==> src/rtl/lru_recency_table_unit_defines.svh <==
// ----------------------------------------------------------------------------
// LRU recency table assertion macros
// Shared helpers for the concurrent checks of the recency table.
// ----------------------------------------------------------------------------
`ifndef LRU_RECENCY_TABLE_UNIT_DEFINES_SVH
`define LRU_RECENCY_TABLE_UNIT_DEFINES_SVH

// Same-cycle implication, checked outside of reset.
`define LRT_ASSERT_IMPL(label, ante, cons, msg) \
  label: assert property (@(posedge clk_i) disable iff (!rst_ni) (ante) |-> (cons)) \
    else $error(msg);

// Next-cycle implication, checked outside of reset.
`define LRT_ASSERT_NEXT(label, ante, cons, msg) \
  label: assert property (@(posedge clk_i) disable iff (!rst_ni) (ante) |=> (cons)) \
    else $error(msg);

`endif

==> src/rtl/lrt_pkg.sv <==
// ----------------------------------------------------------------------------
// LRU recency table package
// Request codes, fixed field widths and the per-cell control types.
// ----------------------------------------------------------------------------
`timescale 1ns / 1ps
`default_nettype none

package lrt_pkg;

  localparam int unsigned KIND_W = 2;
  localparam int unsigned KEY_W  = 32;
  localparam int unsigned SLOT_W = 4;

  localparam logic [KIND_W-1:0] KIND_INSERT = 2'd0;
  localparam logic [KIND_W-1:0] KIND_FIND   = 2'd1;
  localparam logic [KIND_W-1:0] KIND_REMOVE = 2'd2;

  // What a cell loads at the next edge.
  typedef enum logic [1:0] {
    OP_HOLD  = 2'd0,
    OP_LEFT  = 2'd1,
    OP_RIGHT = 2'd2,
    OP_LOAD  = 2'd3
  } cell_op_e;

  typedef struct packed {
    cell_op_e op;
    logic     used;
  } cell_ctrl_t;

endpackage

`default_nettype wire

==> src/rtl/lru_recency_table_unit.sv <==
// ----------------------------------------------------------------------------
// LRU recency table unit
// Fully associative table of slots kept in most-recent-first order.
// ----------------------------------------------------------------------------
`timescale 1ns / 1ps
`default_nettype none

// The table is a row of ENTRIES cells, one per recency position, cell 0 being
// the most recent. Each cell holds a slot number together with that slot's
// key, so keys travel with their slots as the order shifts; the used slots are
// the first used_count positions. In the cycle a request is transferred
// every cell compares its key against the request key and the match vector
// is registered; then, in the move state, the matching position is encoded and
// the row shifts by one place (towards the back for find and insert, towards
// the front for remove) while the result is written into the output register.
// The shift waits for as long as the output register still holds a result
// that has not been transferred, so a stalled result side holds one result
// in the output register and one request in the row before the input stops
// taking requests. The next request cannot be transferred until the shift of
// the previous one is done, set by the compare-then-shift dependence through
// the cell row. A finished result may wait in the output register while the
// next request is transferred and compared. Keys are compared on their low
// KEY_BITS bits (at most 32); slot numbers appear on the four-bit slot port.
// Stored keys need no reset: only used slots are read.

module lru_recency_table_unit #(
  parameter int unsigned ENTRIES  = 16,
  parameter int unsigned KEY_BITS = 32
) (
  input  wire logic                       clk_i,
  input  wire logic                       rst_ni,
  input  wire logic                       in_valid_i,
  output logic                            in_ready_o,
  input  wire logic [lrt_pkg::KIND_W-1:0] kind_i,
  input  wire logic [lrt_pkg::KEY_W-1:0]  key_i,
  output logic                            out_valid_o,
  input  wire logic                       out_ready_i,
  output logic                            hit_o,
  output logic [lrt_pkg::SLOT_W-1:0]      slot_o,
  output logic                            released_o,
  output logic [lrt_pkg::KEY_W-1:0]       released_key_o
);
  import lrt_pkg::*;

`include "lru_recency_table_unit_defines.svh"

  localparam int unsigned IW = $clog2(ENTRIES);
  localparam int unsigned CW = $clog2(ENTRIES + 1);
  localparam int unsigned KW = (KEY_BITS < KEY_W) ? KEY_BITS : KEY_W;

  localparam logic ST_IDLE = 1'b0;
  localparam logic ST_MOVE = 1'b1;

  logic state_q, state_d;
  logic [CW-1:0] used_count_q, used_count_d;

  logic [KIND_W-1:0]  kind_q;
  logic [KW-1:0]      key_q;
  logic [ENTRIES-1:0] match_q;

  logic               out_valid_q;
  logic               out_hit_q;
  logic [SLOT_W-1:0]  out_slot_q;
  logic               out_rel_q;
  logic [KEY_W-1:0]   out_rkey_q;

  logic [KW-1:0]      cmp_key;
  logic               in_xfer;
  logic               move_go;

  logic [IW-1:0]      cell_slot [ENTRIES];
  logic [KW-1:0]      cell_key  [ENTRIES];
  logic [ENTRIES-1:0] cell_match;
  logic [ENTRIES-1:0] tgt_oh;

  logic               hit_w;
  logic               full_w;
  logic [IW-1:0]      pos_bin;
  logic [IW-1:0]      tgt;
  logic [CW-1:0]      cnt_m1;
  logic [IW-1:0]      last_pos;
  logic [IW-1:0]      sel_slot;
  logic [KW-1:0]      sel_key;
  logic               move_front;
  logic               move_back;
  logic [KW-1:0]      moved_key;

  logic               res_hit;
  logic [SLOT_W-1:0]  res_slot;
  logic               res_rel;
  logic [KEY_W-1:0]   res_rkey;
  logic [IW+SLOT_W-1:0] slot_ext;
  logic [KW+KEY_W-1:0]  sel_key_ext;
  logic [KW+KEY_W-1:0]  req_key_ext;

  // A request is taken whenever the row is idle. The shift of a taken
  // request waits until the output register is free or is being emptied.
  assign in_ready_o = (state_q == ST_IDLE);
  assign in_xfer    = in_valid_i && in_ready_o;
  assign cmp_key    = key_i[KW-1:0];
  assign move_go    = (state_q == ST_MOVE) && (!out_valid_q || out_ready_i);

  // --------------------------------------------------------------------------
  // Match encoding and target position
  // --------------------------------------------------------------------------
  // Used slots never hold the same key twice, so the match vector is at most
  // one-hot and an OR of the indexes yields the position.
  always_comb begin
    pos_bin = '0;
    for (int p = 0; p < ENTRIES; p++) begin
      pos_bin = pos_bin | (IW'(p) & {IW{match_q[p]}});
    end
  end

  assign hit_w    = |match_q;
  assign full_w   = (used_count_q == CW'(ENTRIES));
  assign cnt_m1   = used_count_q - CW'(1);
  assign last_pos = cnt_m1[IW-1:0];

  // An insert miss lands on the first free position, or on the last one
  // when the table is full; everything else works on the matching position.
  always_comb begin
    tgt = pos_bin;
    if ((kind_q == KIND_INSERT) && !hit_w) begin
      if (full_w) begin
        tgt = IW'(ENTRIES - 1);
      end else begin
        tgt = used_count_q[IW-1:0];
      end
    end
  end

  // Entry at the target position, picked through its one-hot select.
  always_comb begin
    sel_slot = '0;
    sel_key  = '0;
    for (int p = 0; p < ENTRIES; p++) begin
      sel_slot = sel_slot | (cell_slot[p] & {IW{tgt_oh[p]}});
      sel_key  = sel_key  | (cell_key[p]  & {KW{tgt_oh[p]}});
    end
  end

  assign slot_ext    = {{SLOT_W{1'b0}}, sel_slot};
  assign sel_key_ext = {{KEY_W{1'b0}}, sel_key};
  assign req_key_ext = {{KEY_W{1'b0}}, key_q};

  // --------------------------------------------------------------------------
  // Request decode for the shift cycle
  // --------------------------------------------------------------------------
  always_comb begin
    move_front   = 1'b0;
    move_back    = 1'b0;
    moved_key    = sel_key;
    used_count_d = used_count_q;
    res_hit      = 1'b0;
    res_slot     = '0;
    res_rel      = 1'b0;
    res_rkey     = '0;
    if (move_go) begin
      case (kind_q)
        KIND_INSERT: begin
          move_front = 1'b1;
          moved_key  = key_q;
          res_hit    = hit_w;
          res_slot   = slot_ext[SLOT_W-1:0];
          if (!hit_w) begin
            if (full_w) begin
              res_rel  = 1'b1;
              res_rkey = sel_key_ext[KEY_W-1:0];
            end else begin
              used_count_d = used_count_q + CW'(1);
            end
          end
        end
        KIND_FIND: begin
          if (hit_w) begin
            move_front = 1'b1;
            res_hit    = 1'b1;
            res_slot   = slot_ext[SLOT_W-1:0];
          end
        end
        KIND_REMOVE: begin
          if (hit_w) begin
            move_back    = 1'b1;
            res_hit      = 1'b1;
            res_slot     = slot_ext[SLOT_W-1:0];
            res_rel      = 1'b1;
            res_rkey     = req_key_ext[KEY_W-1:0];
            used_count_d = cnt_m1;
          end
        end
        default: begin
          move_front = 1'b0;
        end
      endcase
    end
  end

  // --------------------------------------------------------------------------
  // Cell row
  // --------------------------------------------------------------------------
  for (genvar p = 0; p < ENTRIES; p++) begin : g_cell
    localparam logic [IW-1:0] PIDX = IW'(p);

    cell_ctrl_t    ctrl;
    logic [IW-1:0] left_slot;
    logic [KW-1:0] left_key;
    logic [IW-1:0] right_slot;
    logic [KW-1:0] right_key;

    assign tgt_oh[p] = (tgt == PIDX);

    // Moving to the front: position zero takes the moved entry and the
    // positions up to the target take from their left neighbor. Moving to
    // the back: the last used position takes the moved entry and the
    // positions from the target onward take from their right neighbor.
    always_comb begin
      ctrl.used = (CW'(p) < used_count_q);
      ctrl.op   = OP_HOLD;
      if (move_front) begin
        if (p == 0) begin
          ctrl.op = OP_LOAD;
        end else if (PIDX <= tgt) begin
          ctrl.op = OP_LEFT;
        end
      end else if (move_back) begin
        if (PIDX == last_pos) begin
          ctrl.op = OP_LOAD;
        end else if ((PIDX >= tgt) && (PIDX < last_pos)) begin
          ctrl.op = OP_RIGHT;
        end
      end
    end

    if (p == 0) begin : g_first
      assign left_slot = cell_slot[p];
      assign left_key  = cell_key[p];
    end else begin : g_left
      assign left_slot = cell_slot[p-1];
      assign left_key  = cell_key[p-1];
    end

    if (p == ENTRIES - 1) begin : g_last
      assign right_slot = cell_slot[p];
      assign right_key  = cell_key[p];
    end else begin : g_right
      assign right_slot = cell_slot[p+1];
      assign right_key  = cell_key[p+1];
    end

    lrt_cell #(
      .INDEX (p),
      .IW    (IW),
      .KW    (KW)
    ) u_cell (
      .clk_i        (clk_i),
      .rst_ni       (rst_ni),
      .ctrl_i       (ctrl),
      .cmp_key_i    (cmp_key),
      .left_slot_i  (left_slot),
      .left_key_i   (left_key),
      .right_slot_i (right_slot),
      .right_key_i  (right_key),
      .moved_slot_i (sel_slot),
      .moved_key_i  (moved_key),
      .slot_o       (cell_slot[p]),
      .key_o        (cell_key[p]),
      .match_o      (cell_match[p])
    );
  end

  // --------------------------------------------------------------------------
  // Control and registers
  // --------------------------------------------------------------------------
  always_comb begin
    state_d = state_q;
    case (state_q)
      ST_IDLE: begin
        if (in_xfer) begin
          state_d = ST_MOVE;
        end
      end
      ST_MOVE: begin
        if (move_go) begin
          state_d = ST_IDLE;
        end
      end
      default: begin
        state_d = ST_IDLE;
      end
    endcase
  end

  always_ff @(posedge clk_i or negedge rst_ni) begin
    if (!rst_ni) begin
      state_q      <= ST_IDLE;
      used_count_q <= '0;
      out_valid_q  <= 1'b0;
    end else begin
      state_q      <= state_d;
      used_count_q <= used_count_d;
      if (move_go) begin
        out_valid_q <= 1'b1;
      end else if (out_ready_i) begin
        out_valid_q <= 1'b0;
      end
    end
  end

  always_ff @(posedge clk_i) begin
    if (in_xfer) begin
      kind_q  <= kind_i;
      key_q   <= cmp_key;
      match_q <= cell_match;
    end
    if (move_go) begin
      out_hit_q  <= res_hit;
      out_slot_q <= res_slot;
      out_rel_q  <= res_rel;
      out_rkey_q <= res_rkey;
    end
  end

  assign out_valid_o    = out_valid_q;
  assign hit_o          = out_hit_q;
  assign slot_o         = out_slot_q;
  assign released_o     = out_rel_q;
  assign released_key_o = out_rkey_q;

  // --------------------------------------------------------------------------
  // Assertions
  // --------------------------------------------------------------------------
  `LRT_ASSERT_IMPL(a_count_range, 1'b1, used_count_q <= CW'(ENTRIES),
                   "used count exceeds the table size")
  `LRT_ASSERT_IMPL(a_unique_match, state_q == ST_MOVE, $onehot0(match_q),
                   "key matched in more than one used slot")
  `LRT_ASSERT_NEXT(a_result_follows, move_go, out_valid_q,
                   "shift cycle did not produce a result")
  `LRT_ASSERT_NEXT(a_remove_count,
                   move_go && (kind_q == KIND_REMOVE) && hit_w,
                   used_count_q == ($past(used_count_q) - CW'(1)),
                   "remove hit did not free a slot")

endmodule

`default_nettype wire

==> src/rtl/lrt_cell.sv <==
// ----------------------------------------------------------------------------
// LRU recency table cell
// One recency position: holds a slot number and that slot's key, compares
// the key, and shifts to or from its neighbors.
// ----------------------------------------------------------------------------
`timescale 1ns / 1ps
`default_nettype none

module lrt_cell #(
  parameter int unsigned INDEX = 0,
  parameter int unsigned IW    = 4,
  parameter int unsigned KW    = 32
) (
  input  wire logic               clk_i,
  input  wire logic               rst_ni,
  input  wire lrt_pkg::cell_ctrl_t ctrl_i,
  input  wire logic [KW-1:0]      cmp_key_i,
  input  wire logic [IW-1:0]      left_slot_i,
  input  wire logic [KW-1:0]      left_key_i,
  input  wire logic [IW-1:0]      right_slot_i,
  input  wire logic [KW-1:0]      right_key_i,
  input  wire logic [IW-1:0]      moved_slot_i,
  input  wire logic [KW-1:0]      moved_key_i,
  output logic [IW-1:0]           slot_o,
  output logic [KW-1:0]           key_o,
  output logic                    match_o
);
  import lrt_pkg::*;

  logic [IW-1:0] slot_q, slot_d;
  logic [KW-1:0] key_q, key_d;

  always_comb begin
    slot_d = slot_q;
    key_d  = key_q;
    case (ctrl_i.op)
      OP_LEFT: begin
        slot_d = left_slot_i;
        key_d  = left_key_i;
      end
      OP_RIGHT: begin
        slot_d = right_slot_i;
        key_d  = right_key_i;
      end
      OP_LOAD: begin
        slot_d = moved_slot_i;
        key_d  = moved_key_i;
      end
      default: begin
        slot_d = slot_q;
        key_d  = key_q;
      end
    endcase
  end

  // The slot number is part of the order and resets to the identity order.
  always_ff @(posedge clk_i or negedge rst_ni) begin
    if (!rst_ni) begin
      slot_q <= IW'(INDEX);
    end else begin
      slot_q <= slot_d;
    end
  end

  always_ff @(posedge clk_i) begin
    key_q <= key_d;
  end

  assign slot_o  = slot_q;
  assign key_o   = key_q;
  assign match_o = ctrl_i.used && (key_q == cmp_key_i);

endmodule

`default_nettype wire

==> config.mk <==
export PLATFORM = sky130hd
export DESIGN_NAME = lru_recency_table_unit
export DESIGN_NICKNAME = d
export VERILOG_FILES = /design/src/rtl/lrt_pkg.sv /design/src/rtl/lru_recency_table_unit.sv /design/src/rtl/lrt_cell.sv
export VERILOG_INCLUDE_DIRS = /design/src /design/src/rtl
export SDC_FILE = /design/constraint.sdc
export NUM_CORES = 2
export LEC_CHECK = 0
export BUFFER_PORTS_ARGS = -buffer_cell sky130_fd_sc_hd__buf_2
export CAP_MARGIN = 0
export CORE_MARGIN = 10
export CORE_UTILIZATION = 28
export CTS_CLUSTER_SIZE = 10
export DETAILED_ROUTE_END_ITERATION = 8
export GPL_ROUTABILITY_DRIVEN = 1
export PLACE_DENSITY = 0.42
export SYNTH_ARGS = -nofsm -noshare
export SYNTH_HDL_FRONTEND = slang
export SYNTH_HIERARCHICAL = 1
export SYNTH_SLANG_ARGS = --single-unit
==> constraint.sdc <==
create_clock -name clk_i -period 7.4 [get_ports clk_i]
set_clock_uncertainty 0.05 [all_clocks]
set_input_delay 0.74 -clock clk_i [delete_from_list [all_inputs] [get_ports clk_i]]
set_output_delay 0.74 -clock clk_i [all_outputs]
set_load 0.02 [all_outputs]
# ---- Word level (Yosys, flattened, before mapping)
# Cells that the tools add are included.
# W data, S select, Z words.
dict set report classes {
  addsub 2
  magnitude_cmp 63
  n_eq_ne 98
  n_mux 139
  n_bitwise 77
  reduce_logical 62
}
# cell n
set ops {}
lappend ops {{$pmux W32 S3} 14}
lappend ops {{$and A32 B32 Y32} 16}
lappend ops {{$eq A32 B32 Y1} 16}
lappend ops {{$or A32 B32 Y32} 15}
lappend ops {{$pmux W32 S2} 3}
lappend ops {{$pmux W4 S3} 14}
lappend ops {{$mux W32} 5}
lappend ops {{$mux W2} 64}
lappend ops {{$or A4 B4 Y4} 22}
lappend ops {{$and A4 B4 Y4} 16}
lappend ops {{$eq A2 B2 Y1 const B} 32}
lappend ops {{$reduce_bool A3 Y1} 14}
lappend ops {{$lt A4 B5 Y1 const A} 8}
lappend ops {{$logic_and A1 B1 Y1} 35}
lappend ops {{$eq A2 B1 Y1 const B} 16}
lappend ops {{$eq A4 B4 Y1 const A} 8}
lappend ops {{$eq A4 B4 Y1 const B} 8}
lappend ops {{$ge A4 B4 Y1 const A} 8}
lappend ops {{$le A4 B4 Y1 const A} 8}
lappend ops {{$lt A4 B4 Y1 const A} 8}
lappend ops {{$mux W1} 25}
lappend ops {{$pmux W4 S2} 3}
lappend ops {{$lt A3 B5 Y1 const A} 4}
lappend ops {{$eq A3 B4 Y1 const A} 4}
lappend ops {{38 further kinds} 75}
dict set report totals {
  register_bits 671
  input_bits 38
  out_inout_bits 40
  wordCells 483
}

# ---- Longest topological paths before layout
dict set report logic_depth {
  word_depth 35
  depth_mapped 19
  mapped_depth_nobuf 12
}

# ---- Modules after synthesis
# Netlist, hierarchy kept.
# module n_inst cells_per_inst area_each_um2
set by_module_without_submodules {}
lappend by_module_without_submodules {{lrt_cell (g_cell[10].u_cell ...)} 6 193 2192.1}
lappend by_module_without_submodules {lru_recency_table_unit 1 1096 9136.3}
lappend by_module_without_submodules {{lrt_cell (g_cell[11].u_cell ...)} 4 193 2193.4}
lappend by_module_without_submodules {{lrt_cell (g_cell[1].u_cell ...)} 4 193 2190.9}
lappend by_module_without_submodules {{lrt_cell (g_cell[15].u_cell)} 1 193 2194.6}
lappend by_module_without_submodules {{lrt_cell (g_cell[0].u_cell)} 1 193 2189.6}

# ---- Worst setup path before layout
# No wires, ideal clock.
dict set report synth_path {
  path_type {in2reg}
  start {input out_ready_i}
  end {register g_cell[13].u_cell.key_q[0], enable pin}
  setup_ns 0.375
  arrival_ns 4.093
  required_ns 6.975
  setup_slack_ns 2.882
  cell_stages 11
  cell_sequence {nand2b_1 > and2_1 > clkbuf_1 > and3_1 > clkbuf_1 > nand3_1 > clkbuf_1 > o32ai_1 > buf_4 > buf_6 > or2_2}
}
# element line
set synth_lines {}
lappend synth_lines {{start: declaration} lru_recency_table_unit.sv:37} ;# input wire logic out_ready_i,
lappend synth_lines {{end signal: assignment} lrt_cell.sv:66} ;# key_q <= key_d;
lappend synth_lines {{end: declaration} lrt_cell.sv:31} ;# logic [KW-1:0] key_q, key_d;

==> qor.yml <==
synth:
  ys_seq_area_share_pct: 44.9
  postSynthCellCount: 4184
  synth_area_mm2: 0.0442
  synth-async-reset-ratio_pct: 10.6
  synth_cell_type_count: 81
  yosysTopAreaCell: "edfxtp_1"
  synth_top_flop_cell: "edfxtp_1"
  synth_commonest_cells: "600 x edfxtp_1, 593 x nor2_1, 580 x a21oi_1"
  synth_edf_count: 600
  synth_fp_nets: 4230
  synth_top_area_share_pct: 40.8
  yosysMostFrequentCell: "edfxtp_1"
  yosysWarnings: 6
  synth-seq-cells: 671
  synth.avg_cell_area_um2: 10.6
  synth_area_leaders: "edfxtp_1 41%, mux2i_1 12%, xor2_1 9.9%"
cts:
  ctsResizeCount: 0
  cts-hold-fix-buffers: 0
  clk_latency_ns: 0.75
  cts_setup_buffers: 0
  root_buffer: "clkbuf_16"
  clk_pin_slew_worst_paths_ns: 0.07
  cts_buffers: 86
  cts.sinks: 671
  htree_levels: 3
  cts_buffer_depth: 3
  cts_tree: "built"
timing:
  max_slew_margin_pct: -5.19
  min_period_ns: 6.36
  finalMaxSlewViolations: 2
  hold_viol: 0
  fin_crit_sh_pct: 86.0
  fmax_ghz: 0.157
  fin_setup_tns_ns: 0
  rsz0062_at_grt: "false"
  setup_viol: 0
  tightest_slew_ns: 1.56
final_layout:
  fin_nets: 4290
  area_growth_pct: 13.7
  drive_above_1_share_pct: 14.0
  fin_cells: 6368
power_and_ir_drop:
  pwr-share-seq_pct: 42.1
  power_density_mw_per_mm2: 245
  clockPowerShare_pct: 33.0
  p_switching_uw: 4500
  power.internal_uw: 7840
  p_comb_share_pct: 24.8
  peakVddDrop_uv: 163
  p_sw_share_pct: 36.5
  leakage_uw: 0.0167
place:
  hpwlAfterDp_mm: 165
  port_buffers: 77
  placedCellCount: 6214
  place.gp.congestion: 0.995
setup_path:
  reg2reg_depth: 10
  crit_family: "simple AND/OR/NAND/NOR gates"
  cp_cell_sequence: "inv_1 -> ha_1 -> nand4bb_1 -> nand4_1 -> a21o_1 -> nor2_2 -> buf_4 -> o22ai_4 -> or2_2 -> buf_4"
  cp_data_required_time_ns: 7.71
  r2r_end: "g_cell[1].u_cell/key_o[3]$_DFFE_PP_"
  worstSetupStartpointType: "register"
  crit_slowest_cell: "o22ai_4"
  critical_path_class: "register to register"
  worst-path-buf-inv: 3
  slowest_delay_ns: 0.83
  critPathMaxFanout: 17
  crit_arrival_ns: 6.67
  worstSetupEndpointType: "register"
  cpMostUsedCell: "buf_4"
  timing.rr.start: "used_count_q[0]$_DFFE_PN0P_"
  r2r_slack_ns: 1.04
die:
  dieArea_mm2: 0.174
  rows: 145
  initial_utilization_pct: 28.2
  core_mm2: 0.157
  io_pins: 78
  fp.dieW_um: 417
  dieHeight_um: 417
drt:
  dr_total_vias: 38700
  wl_met3_mm: 22.9
  wire_per_inst_um: 38.3
  drt-initial-drc-count: 5287
  drc: 0
  routed-wl-met2_mm: 102
  wl_met1_mm: 103
  via_per_inst: 6.07
  routed.top_layer: "met5"
  ant_nets: 0
  first_pass_iters: 6
  wirelength_mm: 244
flow_run:
  max_cap_violations: 3
hold_path:
  hold_path.class: "input pin to async pin"
global_route:
  antenna_found_initial: 27
  grt_usage_pct: 26.9
  gr-total-overflow: 0
  grt_max_degree: 72
  grt_pass1_vias: 36500
  grt_pass1_wl_mm: 328
run_status:
  violations: "capacitance limit, slew limit"
  outcome: "complete, but fails checks"
## kinds of logic after synthesis
| group | count (synthesis) | share of synthesized area, % |
|---|---|---|
| AND/OR/NAND/NOR | 1118 | 12.0 |
| AO/OA/AOI/OAI | 978 | 13.7 |
| flip-flops | 671 | 44.9 |
| multiplexers | 583 | 15.0 |
| XOR/XNOR | 521 | 10.3 |
| buffers and inverters | 305 | 3.81 |
| adder cells (fa/ha/maj) | 8 | 0.226 |
## layout make-up
type / count / area [um2]
Antenna cell: 4 / 10.0
Clock inverter: 30 / 224
Inverter: 10 / 37.5
Timing Repair Buffer: 267 / 1910
Tap cell: 2058 / 2570
Clock buffer: 120 / 2340
Multi-Input combinational cell: 3208 / 23300
Fill cell: 16200 / 106000
Sequential cell: 671 / 19800
## per-stage QoR
stage	cell area (um2)	power (uW)	utilization (%)	hold WS, ns	setup WS [ns]
6_report	50300	12300	32.1	0.178	1.04
5_1_grt	50300	12700	32.1	0.173	1.01
4_1_cts	50200	12300	32.1	0.143	1.21
3_5_place_dp	47700	8240	30.5	0.466	1.25
3_3_place_gp	47700	8230	30.5	0.452	1.31
2_1_floorplan	44200	6770	-	0.394	2.88
## routing by layer
metal,global-route usage (%),vias up
met4,14.7,26
li1,-,15900
met1,36.6,19700
met3,5.74,620
met5,0,-
met2,39.5,2353
## power groups by stage
stage	Clock [uW]	Sequential [uW]	Combinational, uW
floorplan	0	5020	1750
global placement	0	5260	2970
detailed placement	0	5250	2980
CTS	4150	5180	2990
global route	4270	5230	3200
finish	4080	5200	3060
## how the worst max path moves through the flow
stage / startpoint / endpoint / slack [ns] / cells past startpoint
final: used_count_q[0]$_DFFE_PN0P_ / g_cell[1].u_cell/key_o[3]$_DFFE_PP_ / 1.04 / 10
after global routing: used_count_q[0]$_DFFE_PN0P_ / g_cell[1].u_cell/key_o[3]$_DFFE_PP_ / 1.01 / 10
after CTS: used_count_q[0]$_DFFE_PN0P_ / g_cell[1].u_cell/key_o[3]$_DFFE_PP_ / 1.21 / 10
after detailed placement: used_count_q[0]$_DFFE_PN0P_ / g_cell[1].u_cell/key_o[11]$_DFFE_PP_ / 1.25 / 10
after global placement: kind_q[0]$_DFFE_PP_ / g_cell[1].u_cell/key_o[11]$_DFFE_PP_ / 1.31 / 10
after floorplan: out_ready_i / g_cell[13].u_cell/key_o[0]$_DFFE_PP_ / 2.88 / 11
## flip-flops by register name, summed over array words and instances, names as in the netlist
signal and flops:
released_o 1, match_q 16, state_q 1, used_count_q 5, hit_o 1, slot_o 4
g_cell.u_cell/key_o 512, kind_q 2, released_key_o 32, out_valid_o 1, key_q 32, g_cell.u_cell/slot_o 64
## placed cells by master, fill, tap and decap left out, types with 15 or more instances in the layout
| master | instances |
|---|---|
| nor3_1 | 26 |
| a222oi_1 | 16 |
| mux4_2 | 64 |
| nand2_1 | 109 |
| a22o_1 | 45 |
| edfxtp_1 | 600 |
| clkbuf_1 | 29 |
| nor3_2 | 21 |
| nor2_1 | 582 |
| mux2i_1 | 515 |
| xor2_1 | 500 |
| nand4_1 | 37 |
| and3_1 | 20 |
| clkbuf_16 | 87 |
| a32oi_1 | 28 |
| nand3_1 | 88 |
| a32o_1 | 17 |
| xnor2_1 | 21 |
| or2_2 | 19 |
| buf_2 | 77 |
| dfrtp_1 | 39 |
| clkinv_1 | 15 |
| a221o_1 | 24 |
| a21oi_1 | 566 |
| nor4_1 | 136 |
| buf_4 | 182 |
| o211ai_1 | 19 |
| o21ai_0 | 45 |
| a22oi_1 | 98 |
| dfstp_2 | 32 |
## worst register-to-register path: cells and delay by family, from the launching register on
family / cells / cell delay [ns]
AOI/OAI and AO/OA: 2 / 1.50
DFF: 1 / 0.63
adders and majority gates: 1 / 0.49
and+or+nand+nor: 4 / 2.03
buffers and inverters: 3 / 1.23
(Power assumes the default switching activity.)
